===== src/rtl/awfe_pkg.sv =====
// Package for the article wire-format encoder: character codes, the terminator
// pattern and the types passed between the front end, the queue and the back end.
// No dependencies.
package awfe_pkg;

	localparam logic [7:0] CH_CR  = 8'h0D;
	localparam logic [7:0] CH_LF  = 8'h0A;
	localparam logic [7:0] CH_DOT = 8'h2E;

	// CR LF '.' CR LF, with the newest byte in the low byte.
	localparam logic [39:0] TERM_PATTERN = 40'h0D_0A_2E_0D_0A;

	// An item expands to at most seven output bytes.
	localparam int unsigned MAX_BYTES = 7;
	localparam logic [2:0] TAIL_FULL = 3'd5;

	// One classified item: its output bytes in order and how many there are.
	typedef struct packed {
		logic [MAX_BYTES-1:0][7:0] bytes;
		logic [2:0]                cnt;
		logic                      last;
	} desc_t;

	// Queue status, used by the top level.
	typedef struct packed {
		logic full;
		logic empty;
	} fifo_stat_t;

	// Back-end sequencer status.
	typedef struct packed {
		logic mid_item;
		logic adv;
		logic adv_final;
	} back_stat_t;

endpackage


===== src/rtl/awfe_front.sv =====
// Front end of the article wire-format encoder: accepts input transactions,
// tracks line and tail state, and builds one output descriptor per item.
// Depends on awfe_pkg.
module awfe_front import awfe_pkg::*; (
	input  logic       clk,
	input  logic       arst_n,
	input  logic       wire_mode_we,
	input  logic       wire_mode_wdata,
	input  logic       accept,
	input  logic [7:0] data_byte,
	input  logic       byte_valid,
	input  logic       end_of_article,
	output logic       desc_push,
	output desc_t      desc
);

	logic        wire_mode_q;
	logic        line_ended_q;
	logic        prev_was_cr_q;
	logic [39:0] tail_q;
	logic [2:0]  tail_cnt_q;

	logic        line_ended_n;
	logic        prev_was_cr_n;
	logic [39:0] tail_n;
	logic [39:0] tail_end;
	logic [2:0]  tail_cnt_n;
	logic [1:0]  dn;
	logic [7:0]  d0;
	logic [7:0]  d1;
	logic [2:0]  en;
	logic [4:0][7:0] ext;
	logic        add_crlf;
	logic        add_term;
	logic [3:0]  total;
	logic [2:0]  sel;

	// Data part of the item: conversion, stuffing and wire-mode line tracking.
	always_comb begin
		dn            = 2'd0;
		d0            = data_byte;
		d1            = data_byte;
		line_ended_n  = line_ended_q;
		prev_was_cr_n = prev_was_cr_q;
		if (byte_valid) begin
			if (wire_mode_q) begin
				dn           = 2'd1;
				line_ended_n = prev_was_cr_q && (data_byte == CH_LF);
			end else if (data_byte == CH_LF) begin
				dn           = 2'd2;
				d0           = CH_CR;
				d1           = CH_LF;
				line_ended_n = 1'b1;
			end else if (line_ended_q && (data_byte == CH_DOT)) begin
				dn           = 2'd2;
				d0           = CH_DOT;
				line_ended_n = 1'b0;
			end else begin
				dn           = 2'd1;
				line_ended_n = 1'b0;
			end
			prev_was_cr_n = (data_byte == CH_CR);
		end
	end

	// Tail window of the last five data-driven output bytes and its fill count.
	always_comb begin
		case (dn)
			2'd1:    tail_n = {tail_q[31:0], d0};
			2'd2:    tail_n = {tail_q[23:0], d0, d1};
			default: tail_n = tail_q;
		endcase
		if ((tail_cnt_q + {1'b0, dn}) > TAIL_FULL) begin
			tail_cnt_n = TAIL_FULL;
		end else begin
			tail_cnt_n = tail_cnt_q + {1'b0, dn};
		end
	end

	// Closing bytes for the final item of an article. The terminator check sees
	// the tail after any appended CR LF.
	always_comb begin
		add_crlf = end_of_article && !line_ended_n;
		tail_end = add_crlf ? {tail_n[23:0], CH_CR, CH_LF} : tail_n;
		add_term = end_of_article && (!wire_mode_q || (tail_cnt_n < TAIL_FULL) ||
			(tail_end != TERM_PATTERN));
		ext = '0;
		en  = 3'd0;
		if (add_crlf && add_term) begin
			ext = {CH_LF, CH_CR, CH_DOT, CH_LF, CH_CR};
			en  = 3'd5;
		end else if (add_crlf) begin
			ext = {24'h0, CH_LF, CH_CR};
			en  = 3'd2;
		end else if (add_term) begin
			ext = {16'h0, CH_LF, CH_CR, CH_DOT};
			en  = 3'd3;
		end
	end

	// Pack data bytes followed by closing bytes into the descriptor.
	always_comb begin
		total     = {2'b00, dn} + {1'b0, en};
		desc.cnt  = total[2:0];
		desc.last = end_of_article;
		for (int i = 0; i < MAX_BYTES; i++) begin
			sel = 3'(i) - {1'b0, dn};
			if (3'(i) < {1'b0, dn}) begin
				desc.bytes[i] = (i == 0) ? d0 : d1;
			end else if (sel < 3'd5) begin
				desc.bytes[i] = ext[sel];
			end else begin
				desc.bytes[i] = 8'h00;
			end
		end
		desc_push = accept && (total != 4'd0);
	end

	// Configuration register.
	always_ff @(posedge clk or negedge arst_n) begin
		if (!arst_n) begin
			wire_mode_q <= 1'b0;
		end else if (wire_mode_we) begin
			wire_mode_q <= wire_mode_wdata;
		end
	end

	// Article state, cleared after each final item.
	always_ff @(posedge clk or negedge arst_n) begin
		if (!arst_n) begin
			line_ended_q  <= 1'b0;
			prev_was_cr_q <= 1'b0;
			tail_q        <= '0;
			tail_cnt_q    <= '0;
		end else if (accept) begin
			if (end_of_article) begin
				line_ended_q  <= 1'b0;
				prev_was_cr_q <= 1'b0;
				tail_q        <= '0;
				tail_cnt_q    <= '0;
			end else begin
				line_ended_q  <= line_ended_n;
				prev_was_cr_q <= prev_was_cr_n;
				tail_q        <= tail_n;
				tail_cnt_q    <= tail_cnt_n;
			end
		end
	end

endmodule


===== src/rtl/awfe_fifo.sv =====
// Descriptor queue between the front end and the back end of the encoder.
// Depends on awfe_pkg.
module awfe_fifo import awfe_pkg::*; #(
	parameter int unsigned DEPTH = 4
) (
	input  logic       clk,
	input  logic       arst_n,
	input  logic       wr,
	input  desc_t      wr_data,
	input  logic       rd,
	output desc_t      rd_data,
	output fifo_stat_t stat
);

	localparam int unsigned AW = (DEPTH > 1) ? $clog2(DEPTH) : 1;
	localparam int unsigned CW = $clog2(DEPTH + 1);

	desc_t         mem_q [DEPTH];
	logic [AW-1:0] wr_ptr_q;
	logic [AW-1:0] rd_ptr_q;
	logic [CW-1:0] cnt_q;

	assign stat.full  = (cnt_q == CW'(DEPTH));
	assign stat.empty = (cnt_q == '0);
	assign rd_data    = mem_q[rd_ptr_q];

	// Storage.
	always_ff @(posedge clk) begin
		if (wr) begin
			mem_q[wr_ptr_q] <= wr_data;
		end
	end

	// Pointers and occupancy.
	always_ff @(posedge clk or negedge arst_n) begin
		if (!arst_n) begin
			wr_ptr_q <= '0;
			rd_ptr_q <= '0;
			cnt_q    <= '0;
		end else begin
			if (wr) begin
				wr_ptr_q <= (wr_ptr_q == AW'(DEPTH - 1)) ? '0 : wr_ptr_q + 1'b1;
			end
			if (rd) begin
				rd_ptr_q <= (rd_ptr_q == AW'(DEPTH - 1)) ? '0 : rd_ptr_q + 1'b1;
			end
			if (wr && !rd) begin
				cnt_q <= cnt_q + 1'b1;
			end else if (rd && !wr) begin
				cnt_q <= cnt_q - 1'b1;
			end
		end
	end

endmodule


===== src/rtl/awfe_back.sv =====
// Back end of the encoder: walks each descriptor one byte per cycle into the
// output register while it is free or draining. Depends on awfe_pkg.
module awfe_back import awfe_pkg::*; (
	input  logic       clk,
	input  logic       arst_n,
	input  desc_t      desc,
	input  logic       desc_avail,
	output logic       desc_pop,
	input  logic       pop,
	output logic       empty,
	output logic [7:0] out_byte,
	output logic       out_last,
	output back_stat_t stat
);

	logic [2:0] idx_q;
	logic       out_valid_q;
	logic [7:0] out_byte_q;
	logic       out_last_q;
	logic       adv;
	logic       final_byte;

	// Advance when a descriptor waits and the output register is free or draining.
	always_comb begin
		adv           = desc_avail && (!out_valid_q || pop);
		final_byte    = (idx_q == (desc.cnt - 3'd1));
		desc_pop      = adv && final_byte;
		stat.mid_item = (idx_q != 3'd0);
		stat.adv      = adv;
		stat.adv_final = desc_pop;
	end

	assign empty    = !out_valid_q;
	assign out_byte = out_byte_q;
	assign out_last = out_last_q;

	// Byte index within the head descriptor and output valid flag.
	always_ff @(posedge clk or negedge arst_n) begin
		if (!arst_n) begin
			idx_q       <= '0;
			out_valid_q <= 1'b0;
		end else begin
			if (adv) begin
				idx_q       <= final_byte ? 3'd0 : idx_q + 3'd1;
				out_valid_q <= 1'b1;
			end else if (pop) begin
				out_valid_q <= 1'b0;
			end
		end
	end

	// Output payload register.
	always_ff @(posedge clk) begin
		if (adv) begin
			out_byte_q <= desc.bytes[idx_q];
			out_last_q <= desc.last && final_byte;
		end
	end

endmodule


===== src/rtl/article_wire_format_encoder_unit.sv =====
// Top level of the article wire-format encoder: front end, descriptor queue
// and back end. Depends on awfe_pkg, awfe_front, awfe_fifo and awfe_back.
//
//  channel | direction | handshake         | payload
//  --------+-----------+-------------------+-------------------------------------
//  input   | in        | push / full       | data_byte, byte_valid, end_of_article
//  result  | out       | pop / empty       | out_byte, out_last
//  config  | in        | wire_mode_we      | wire_mode_wdata
//
// Each item yields zero to seven output bytes (one for a plain byte, two for a
// converted LF or stuffed dot, up to seven); the back end delivers one byte
// per cycle while the output register is free or being popped.
// An accepted item passes through the descriptor queue and then the output
// register before its first byte is on the result ports.
// full rises only when the QUEUE_DEPTH-entry descriptor queue is full; the
// output register frees as soon as pop takes a transaction. Reset clears all
// state but the queue storage and output payload, and sets wire_mode to local text.
module article_wire_format_encoder_unit import awfe_pkg::*; #(
	parameter int unsigned QUEUE_DEPTH = 4
) (
	input  logic       clk,
	input  logic       arst_n,
	input  logic       wire_mode_we,
	input  logic       wire_mode_wdata,
	input  logic       push,
	output logic       full,
	input  logic [7:0] data_byte,
	input  logic       byte_valid,
	input  logic       end_of_article,
	output logic       empty,
	input  logic       pop,
	output logic [7:0] out_byte,
	output logic       out_last
);

	desc_t      wr_desc;
	desc_t      head_desc;
	logic       desc_push;
	logic       desc_pop;
	fifo_stat_t q_stat;
	back_stat_t b_stat;
	logic       accept;

	assign full   = q_stat.full;
	assign accept = push && !q_stat.full;

	// Classification of input transactions.
	awfe_front u_front (
		.clk             (clk),
		.arst_n          (arst_n),
		.wire_mode_we    (wire_mode_we),
		.wire_mode_wdata (wire_mode_wdata),
		.accept          (accept),
		.data_byte       (data_byte),
		.byte_valid      (byte_valid),
		.end_of_article  (end_of_article),
		.desc_push       (desc_push),
		.desc            (wr_desc)
	);

	// Decoupling queue.
	awfe_fifo #(
		.DEPTH (QUEUE_DEPTH)
	) u_fifo (
		.clk     (clk),
		.arst_n  (arst_n),
		.wr      (desc_push),
		.wr_data (wr_desc),
		.rd      (desc_pop),
		.rd_data (head_desc),
		.stat    (q_stat)
	);

	// Byte sequencer and result register.
	awfe_back u_back (
		.clk        (clk),
		.arst_n     (arst_n),
		.desc       (head_desc),
		.desc_avail (!q_stat.empty),
		.desc_pop   (desc_pop),
		.pop        (pop),
		.empty      (empty),
		.out_byte   (out_byte),
		.out_last   (out_last),
		.stat       (b_stat)
	);

	// The queue can never report full and empty together.
	a_queue_status: assert property (@(posedge clk) disable iff (!arst_n)
		!(q_stat.full && q_stat.empty))
		else $error("descriptor queue both full and empty");

	// Finishing a descriptor returns the sequencer to the first byte.
	a_item_wrap: assert property (@(posedge clk) disable iff (!arst_n)
		b_stat.adv_final |=> !b_stat.mid_item)
		else $error("byte index did not wrap after a descriptor");

	// The sequencer only sits mid-descriptor while that descriptor is still queued.
	a_mid_has_desc: assert property (@(posedge clk) disable iff (!arst_n)
		b_stat.mid_item |-> !q_stat.empty)
		else $error("sequencer mid-item with no descriptor queued");

	// A result is loaded into the output register whenever the sequencer advances.
	a_adv_loads: assert property (@(posedge clk) disable iff (!arst_n)
		b_stat.adv |=> !empty)
		else $error("output register empty after an advance");

endmodule


===== config.mk =====
export PLATFORM = sky130hd
export DESIGN_NAME = article_wire_format_encoder_unit
export DESIGN_NICKNAME = d
export VERILOG_FILES = /design/src/rtl/awfe_pkg.sv /design/src/rtl/awfe_front.sv /design/src/rtl/awfe_fifo.sv /design/src/rtl/awfe_back.sv /design/src/rtl/article_wire_format_encoder_unit.sv
export SDC_FILE = /design/constraint.sdc
export NUM_CORES = 1
export LEC_CHECK = 0
export BUFFER_PORTS_ARGS = -buffer_cell sky130_fd_sc_hd__buf_2
export CORE_ASPECT_RATIO = 1.5
export CORE_MARGIN = 8
export CORE_UTILIZATION = 56
export DETAILED_ROUTE_END_ITERATION = 7
export GPL_TIMING_DRIVEN = 0
export PLACE_DENSITY = 0.86
export SYNTH_ARGS = -nofsm -noshare
export SYNTH_HDL_FRONTEND = slang
export SYNTH_SLANG_ARGS = --single-unit
export TNS_END_PERCENT = 10

===== constraint.sdc =====
create_clock -name clk -period 7.2 [get_ports clk]
set_input_delay 1.44 -clock clk [delete_from_list [all_inputs] [get_ports clk]]
set_output_delay 1.44 -clock clk [all_outputs]
set_load 0.02 [all_outputs]

==> out/results.ini, run 1 <==
[cts]
clock_latency_ns = 0.53
clk_pin_slew_ns = 0.07
cts_hold_buf = 0
cts-buffers-inserted = 24
htreeDepth = 1
cts_root_buf = clkbuf_16
cts_tree = yes
cts.sinks = 258
cts_buffer_depth = 3

[timing]
drv_slew = 0
worst_slew_pin_slew_ns = 0.880
fin_tns_setup_ns = 0
fin_worst_skew_ns = 0.0308
setup_viol = 0
hold_viol_final = 0
fin_crit_sh = 0.984
slew_headroom = 0.413
fin_crit_ns = 7.09
fin_ws_ns = 0.113
fmax_mhz = 141

[critical_path]
crit_fanout = 8
worstPathArrival_ns = 7.54
critPathKind = in -> reg
critPathBufInv = 7
critPathCaptureType = flip-flop
cpLargestDelayFamily = simple AND/OR/NAND/NOR gates
critPathMaxStageDelay_ns = 0.60
critPathSlowestCell = or4b_4
required_ns = 7.66
critPathLaunchType = input pin

[die]
dieArea_mm2 = 0.0261
initial_core_util = 0.566
fp.dieH_um = 194
ios = 27
die_w_um = 134
core_mm2 = 0.0208
rows = 65

[yosys]
netlist_area_mm2 = 0.0118
yosys-top-cells-count = edfxtp_1 (201), nand2_1 (72), dfrtp_1 (57), mux4_2 (53)
synth_most_common_cell = edfxtp_1
synth_edf_count = 201
synth_top_area_share = 0.512
ys_types = 59
synth.avg_cell_area_um2 = 14.5
ys_warn_count = 0
synth_top_area_cell = edfxtp_1
synth_flop_cell = edfxtp_1
synth_seq_cells = 258
netlist_top_cells_area = edfxtp_1 (51%), dfrtp_1 (12%), mux4_2 (10%)
async_reset_ff_frac = 0.221
synth_seq_area_share = 0.633
syn_inst = 816

[routing]
ant_nets = 0
avgRoutedWirePerCell_um = 24.8
num_vias = 7713
routed-wl-met3_mm = 2.37
drtPass1Iterations = 6
routed.top_layer = met4
wirelength_mm = 29.6
wl_met2_mm = 15.3
drc = 0
drtIter0Drc = 905
routedLengthMet1_mm = 10.2
avgViaCountPerCell = 6.47

[final_layout]
nets = 950
regArea_mm2 = 0.00746
fillers = 1421
instances_no_fill = 1193
multi_input_area_mm2 = 0.00433
areaGrowthSynthToFinish_pct = 15.3
n_antenna_cell = 0
drive_gt1_frac = 0.245
fin_util = 0.653

[power_and_ir_drop]
power_leakage_nw = 4.96
ir_drop_uv = 212
power.total_mw = 4.70
powerDensity_mw_per_mm2 = 345

[placed_design]
dp_slack_ns = -1.19
dp_cells = 1125
gp_congestion = 0.971
io_buffers = 26
dpl.hpwl_mm = 18.4

[grt]
antenna_found_initial = 0
grt_use_total = 0.224
grt-ovfl-total = 0
grt_max_degree = 58
grt_pass1_vias = 7770
grt_pass1_wl_mm = 45.0

[flow_run]
drv_cap = 0

[status]
status = finished, final reports clean

[min_path]
hold_path_class = reg -> reg

## stage by stage
step,area (µm²),hold WS [ns]
finish,13600,0.504
global route,13600,0.516
CTS,13300,0.486
detailed placement,12400,0.472
global placement,12400,0.462
floorplan,11900,0.449
## repair_timing
| item | CTS | global route |
|---|---|---|
| endpoints found under the hold margin | 0 | 0 |
| gates cloned | 4 | 0 |
| endpoints found under the setup margin | 195 | 194 |
| pin swaps | 10 | 11 |
| buffers inserted | 6 | 17 |
| resized for setup | 37 | 34 |
## power by group
part	total [mW]	switching (mW)	internal, mW
Sequential	2.02	0.103	1.92
Combinational	1.44	0.824	0.619
Clock	1.23	0.549	0.685
## registers in the layout (all words and copies together) (netlist names)
signal and cells:
u_back.idx_q 3, u_back.out_byte 8, u_back.out_last 1, u_back.out_valid_q 1, u_fifo.cnt_q 3, u_fifo.mem_q 192, u_fifo.rd_ptr_q 2, u_fifo.wr_ptr_q 2
u_front.line_ended_q 1, u_front.prev_was_cr_q 1, u_front.tail_cnt_q 3, u_front.tail_q 40, u_front.wire_mode_q 1
## per-layer routing
metal	GRT usage	vias up
met5	0	-
met4	0.109	0
met3	0.0298	115
met2	0.397	492
met1	0.261	3777
li1	-	3329
## cells in the final DEF (no fill, tap or decap), drive strengths merged, types with 22 or more instances in the layout
cell type,netlist,routed
edfxtp,201,201
dfrtp,57,57
o21ai,56,56
a22o,36,36
mux4,53,53
nand2,73,73
clkbuf,29,51
inv,24,22
mux2i,29,29
buf,21,73
nor2,49,49
a21oi,32,32
## tightest hold or removal path: stages, from the launching register on
cell     delay, ns
dfrtp_1       0.35
nand2_1       0.05
o21ai_0       0.07
## final timing paths
check | cells past startpoint | slack (ns) | from | end
max | 30 | 0.11 | data_byte[6] | u_fifo.cnt_q[2]
min in group asynchronous | 1 | 0.97 | arst_n | u_front.tail_q[0]
max reg2reg | 28 | 0.98 | u_front.line_ended_q | u_fifo.cnt_q[2]
max in group asynchronous | 1 | 5.71 | arst_n | u_fifo.wr_ptr_q[0]
min | 2 | 0.50 | u_front.tail_q[39] | u_front.tail_q[39]
min reg2reg | 2 | 0.50 | u_front.tail_q[39] | u_front.tail_q[39]
## final cells by class
class                           instances  area share
Buffer                                 50      0.0223
Clock buffer                           25      0.0444
Sequential cell                       258       0.549
Tap cell                              268      0.0247
Inverter                               24     0.00745
Timing Repair Buffer                   49      0.0226
Multi-Input combinational cell        503       0.318
Clock inverter                         16      0.0115
## logic make-up after synthesis
group,count (synthesis),synth area share
other cells,1,0.000318
mux,92,0.136
compound gates,168,0.0927
xor+xnor,9,0.00668
simple gates,190,0.0770
buf+inv,74,0.0266
fa+ha+maj,24,0.0274
flops,258,0.633
(Power assumes the default switching activity.)
==> inputs of run 2 (changes only) <==
Settings changed: PLACE_DENSITY 0.86 to 0.75.
==> run 2 against run 1 <==
Effect of this change: sequential power about the same; power down 1.9%; via count down 3.8%; first-iteration DRC count down 25%; utilization down 0.79 points; die area unchanged; combinational power about the same; critical endpoint unchanged; final cell count down 0.25%; largest cell class unchanged; routed wire length down 3.1%; sequential share of layout area up 0.67 points.
==> out/results.ini, run 2 (synthesized netlist as in run 1, its figures left out) <==
[routing]
avgViaCountPerCell = 6.24
drc = 0
ant_nets = 0
avgRoutedWirePerCell_um = 24.1
drtPass1Iterations = 5
num_vias = 7423
wirelength_mm = 28.7
drtIter0Drc = 682

[final_layout]
n_antenna_cell = 0
fin_area_mm2 = 0.0134
fillers = 1533
multi_input_area_mm2 = 0.00425
largest_register = u_fifo.mem_q
drive_gt1_frac = 0.223
final_common_cell = edfxtp_1
instances_no_fill = 1190
areaGrowthSynthToFinish_pct = 13.9
final_cell_mix = edfxtp_1 (201), nand2_1 (71), dfrtp_1 (57), mux4_2 (53)
regArea_mm2 = 0.00746
nets = 945
fin_util = 0.645
largest_register_ffs = 192

[timing]
fin_worst_skew_ns = 0.0276
fin_crit_ns = 7.06
fin_crit_sh = 0.981
worst_slew_pin_slew_ns = 0.920
hold_viol_final = 0
fin_tns_setup_ns = 0
drv_slew = 0
fmax_mhz = 142
setup_viol = 0
slew_headroom = 0.386

[placed_design]
io_buffers = 26
gp_congestion = 0.977
dpl.hpwl_mm = 19.0
dp_cells = 1125
placed_cell_area_mm2 = 0.0124

[power_and_ir_drop]
p_seq_frac = 0.437
switchingPower_mw = 1.42
ir_drop_uv = 205
p_int_mw = 3.19
switching_share = 0.308
pwr-share-clk = 0.253
comb_power_share = 0.309
power.total_mw = 4.61
power_leakage_nw = 4.92
powerDensity_mw_per_mm2 = 343

[min_path]
min_from = u_front.tail_q[36]
hold_path_class = reg -> reg

[critical_path]
crit_fanout = 10
critPathCaptureType = flip-flop
critPathKind = in -> reg
rrSetupSlack_ns = 0.96
required_ns = 7.64
worstPathArrival_ns = 7.50
critPathLaunch = data_byte[4]
critPathLaunchType = input pin
critPathSlowestCell = or4b_4
reg2reg_from = u_front.line_ended_q
critPathMaxStageDelay_ns = 0.58

[cts]
cts-buffers-inserted = 23
cts_hold_buf = 0
cts_buffer_depth = 3
clock_latency_ns = 0.52
cts_root_buf = clkbuf_16
htreeDepth = 1
clk_pin_slew_ns = 0.07
cts.sinks = 258
cts_tree = yes

[die]
rows = 65
dieArea_mm2 = 0.0261
die_w_um = 134
initial_core_util = 0.566
core_mm2 = 0.0208
fp.dieH_um = 194
ios = 27

[grt]
grt_pass1_wl_mm = 44.1
grt_max_degree = 58
grt_use_total = 0.220
grt_pass1_vias = 7719
grt-ovfl-total = 0
antenna_found_initial = 0

[flow_run]
drv_cap = 0

[status]
status = finished, final reports clean

==> run 2: cell count changes in the layout (fill, tap and decap cells not counted), moves of 3 or more <==
| cell | before | now |
|---|---|---|
| mux2i_1 | 21 | 25 |
| clkinvlp_4 | 6 | 1 |
| clkbuf_4 | 1 | 5 |
| clkinv_1 | 4 | 1 |
| a21oi_2 | 9 | 5 |
| buf_4 | 30 | 25 |
| a21oi_1 | 22 | 27 |
| clkbuf_1 | 22 | 30 |
| mux2i_2 | 6 | 2 |
==> run 2: area by class of cell <==
| cell class | count | share of cell area |
|---|---|---|
| Buffer | 50 | 0.0222 |
| Clock buffer | 34 | 0.0474 |
| Clock inverter | 8 | 0.00531 |
| Inverter | 24 | 0.00754 |
| Multi-Input combinational cell | 503 | 0.316 |
| Sequential cell | 258 | 0.555 |
| Tap cell | 268 | 0.0250 |
| Timing Repair Buffer | 45 | 0.0209 |
==> run 2: what timing repair did <==
action,CTS,global route
endpoints found under the setup margin,195,194
buffers inserted,6,13
cloned,4,0
gates resized for setup,25,30
pin swaps,8,15
hold endpoints to repair,0,0
==> run 2: critical path, delay by kind of cell <==
kind	cells	cell delay (ns)
xor gates and xnor gates	2	0.33
buffers and inverters	7	0.88
adders and majority gates	6	1.74
AOI/OAI and AO/OA	5	0.93
and+or+nand+nor	8	1.93
muxes	1	0.21
==> run 2: worst paths after layout <==
check | to | cells past startpoint
worst min-delay path | u_front.tail_q[36] | 2
worst min register to register | u_front.tail_q[36] | 2
max in group asynchronous | u_front.tail_cnt_q[0] | 1
worst max register to register | u_fifo.cnt_q[2] | 27
min in group asynchronous | u_front.tail_q[0] | 1
worst max-delay path | u_fifo.cnt_q[2] | 29
==> run 2: per-layer routing <==
layer / routed length, µm / GRT usage / up-vias
li1: - / - / 3311
met1: 10400 / 0.250 / 3673
met2: 14800 / 0.388 / 334
met3: 1580 / 0.0246 / 105
met4: 1930 / 0.132 / 0
met5: 0 / 0 / -
==> run 2: power groups by stage <==
| stage | clock (mW) | sequential (mW) | combinational, mW |
|---|---|---|---|
| after floorplan | 0 | 2.05 | 0.968 |
| after global placement | 0 | 2.03 | 1.35 |
| after detailed placement | 0 | 2.05 | 1.38 |
| after CTS | 1.18 | 2.01 | 1.43 |
| after global routing | 1.23 | 2.04 | 1.54 |
| final | 1.17 | 2.01 | 1.43 |
==> run 2: through the flow <==
| stage | worst slack, ns | hold slack, ns |
|---|---|---|
| global route | -0.0825 | 0.521 |
| finish | 0.138 | 0.488 |
| detailed placement | -1.29 | 0.472 |
| CTS | 0.00557 | 0.486 |
| global placement | -1.11 | 0.462 |
| floorplan | 0.0258 | 0.449 |
==> inputs of run 3 (changes only) <==
Settings changed: CORE_UTILIZATION 56 to 57, PLACE_DENSITY 0.75 to 0.76, SYNTH_HIERARCHICAL set to 1.
==> run 3 against run 2 <==
Effect of this change: hold slack better by 0.00069 ns; sequential power rose by 20%; non-clock buffer count rose by 14; synthesized cell count up 8.3%; count of clock-buffer cells in the layout grew 1; power increased by 24%; flip-flop and latch count grew 48; final cell count rose by 10%; combinational power grew 27%; critical endpoint is now u_fifo/cnt_q[1].
==> out/results.ini, run 3 <==
[timing]
fin_tns_setup_ns = 0
worst_slew_pin_slew_ns = 1.07
setup_viol = 0
hold_viol_final = 0
fin_crit_ns = 7.08
fin_crit_sh = 0.984
fin_worst_skew_ns = 0.0165
slew_headroom = 0.280
hold_slack_ns = 0.489
drv_slew = 0
fmax_mhz = 141

[min_path]
min_from = u_front/tail_q[33]
hold_end = u_front/tail_q[33]
min_path_cells = 1
hold_path_class = reg -> reg

[placed_design]
gp_congestion = 0.986
io_buffers = 25
dpl.hpwl_mm = 22.4

[routing]
drtIter0Drc = 827
num_vias = 8368
avgViaCountPerCell = 6.38
drc = 0
ant_nets = 0
wirelength_mm = 33.9
drtPass1Iterations = 5
avgRoutedWirePerCell_um = 25.9

[cts]
htreeDepth = 1
clk_pin_slew_ns = 0.06
cts_hold_buf = 0
cts_buffer_depth = 3
cts-buffers-inserted = 28
cts.sinks = 306
cts_tree = yes
clock_latency_ns = 0.55
cts_root_buf = clkbuf_16

[grt]
grt_pass1_vias = 8542
grt-ovfl-total = 0
grt_pass1_wl_mm = 51.4
grt_max_degree = 58
antenna_found_initial = 0
grt_use_total = 0.231

[yosys]
ys_warn_count = 6
netlist_area_mm2 = 0.0140
synth.avg_cell_area_um2 = 15.8
syn_inst = 884

[critical_path]
reg2reg_to = u_fifo/cnt_q[1]
reg2reg_from = u_front/line_ended_q
crit_fanout = 10
critPathLaunchType = input pin
required_ns = 7.63
worstPathArrival_ns = 7.51
critPathSlowestCell = fa_2
rrSetupSlack_ns = 0.96
critPathLaunch = data_byte[4]
critPathMaxStageDelay_ns = 0.52
critPathCaptureType = flip-flop
critPathKind = in -> reg
rr_worst_depth = 22

[power_and_ir_drop]
power.total_mw = 5.69
ir_drop_uv = 221
power_leakage_nw = 5.70
powerDensity_mw_per_mm2 = 360

[final_layout]
n_antenna_cell = 0
multi_input_area_mm2 = 0.00464
regArea_mm2 = 0.00890
final_cell_mix = edfxtp_1 (249), mux4_2 (59), dfrtp_1 (57), nor2_1 (52), a21oi_1 (42)
drive_gt1_frac = 0.237
fillers = 1704
areaGrowthSynthToFinish_pct = 13.0
nets = 1008
largest_register_ffs = 240
largest_register = u_fifo/mem_q
final_common_cell = edfxtp_1

[die]
fp.dieH_um = 208
initial_core_util = 0.576
die_w_um = 144
core_mm2 = 0.0243
dieArea_mm2 = 0.0299
ios = 27
rows = 70

[status]
status = finished, final reports clean

[flow_run]
drv_cap = 0

-- run 3: changes by cell type in the layout (fill, tap and decap cells not counted), sizes merged, moves of 5 or more --
cell	change
nand4	+5
and3	-5
clkinvlp	+6
mux2	-5
mux4	+15
buf	+19
nor4	+5
o2bb2ai	+28
nand2	-45
a21oi	+12
o21ai	-32
edfxtp	+48
-- run 3: worst max-delay path by stage --
stage | slack, ns | to | cells past startpoint
after global placement | -2.19 | u_fifo/mem_q[3][35] | 21
final | 0.12 | u_fifo/cnt_q[1] | 26
after global routing | -0.05 | u_fifo/cnt_q[1] | 26
after detailed placement | -1.52 | u_fifo/cnt_q[2] | 26
after CTS | 0.01 | u_fifo/cnt_q[1] | 25
after floorplan | -0.11 | u_fifo/mem_q[3][0] | 22
-- run 3: per-layer routing --
layer | GRT usage | wire length (µm)
met1 | 0.273 | 12300
met2 | 0.409 | 17900
met3 | 0.0237 | 1860
met4 | 0.115 | 1950
met5 | 0 | 0
-- run 3: report_power, final --
group          internal [mW]  switching [mW]
clock network          0.811           0.636
logic                  0.822           0.999
registers               2.30           0.122
-- run 3: worst max-delay path, delay by kind of cell --
| kind | cells | cell delay (ns) |
|---|---|---|
| simple gates | 6 | 1.42 |
| compound gates | 5 | 1.29 |
| mux | 1 | 0.26 |
| buf+inv | 8 | 1.24 |
| fa+ha+maj | 6 | 1.83 |
-- run 3: what timing repair did --
| item | in CTS | in global routing |
|---|---|---|
| setup endpoints to repair | 245 | 215 |
| gates resized for setup | 28 | 16 |
| pin swaps | 3 | 7 |
| endpoints found under the hold margin | 0 | 0 |
| buffers inserted | 4 | 6 |
-- run 3: layout make-up --
class                           count  area share
Sequential cell                   306       0.564
Multi-Input combinational cell    492       0.293
Clock buffer                       35      0.0474
Buffer                             70      0.0326
Tap cell                          324      0.0257
Timing Repair Buffer               39      0.0206
Clock inverter                     15     0.00903
Inverter                           30     0.00776
-- run 3: through the flow --
step / std cells / area [µm²] / setup WS (ns) / util
global placement: 1248 / 14600 / -2.19 / 0.600
CTS: 1306 / 15700 / 0.0114 / 0.647
finish: 1311 / 15800 / 0.117 / 0.651
global route: 1311 / 15800 / -0.0530 / 0.651
detailed placement: 1252 / 14700 / -1.52 / 0.605
floorplan: 899 / 14000 / -0.105 / -
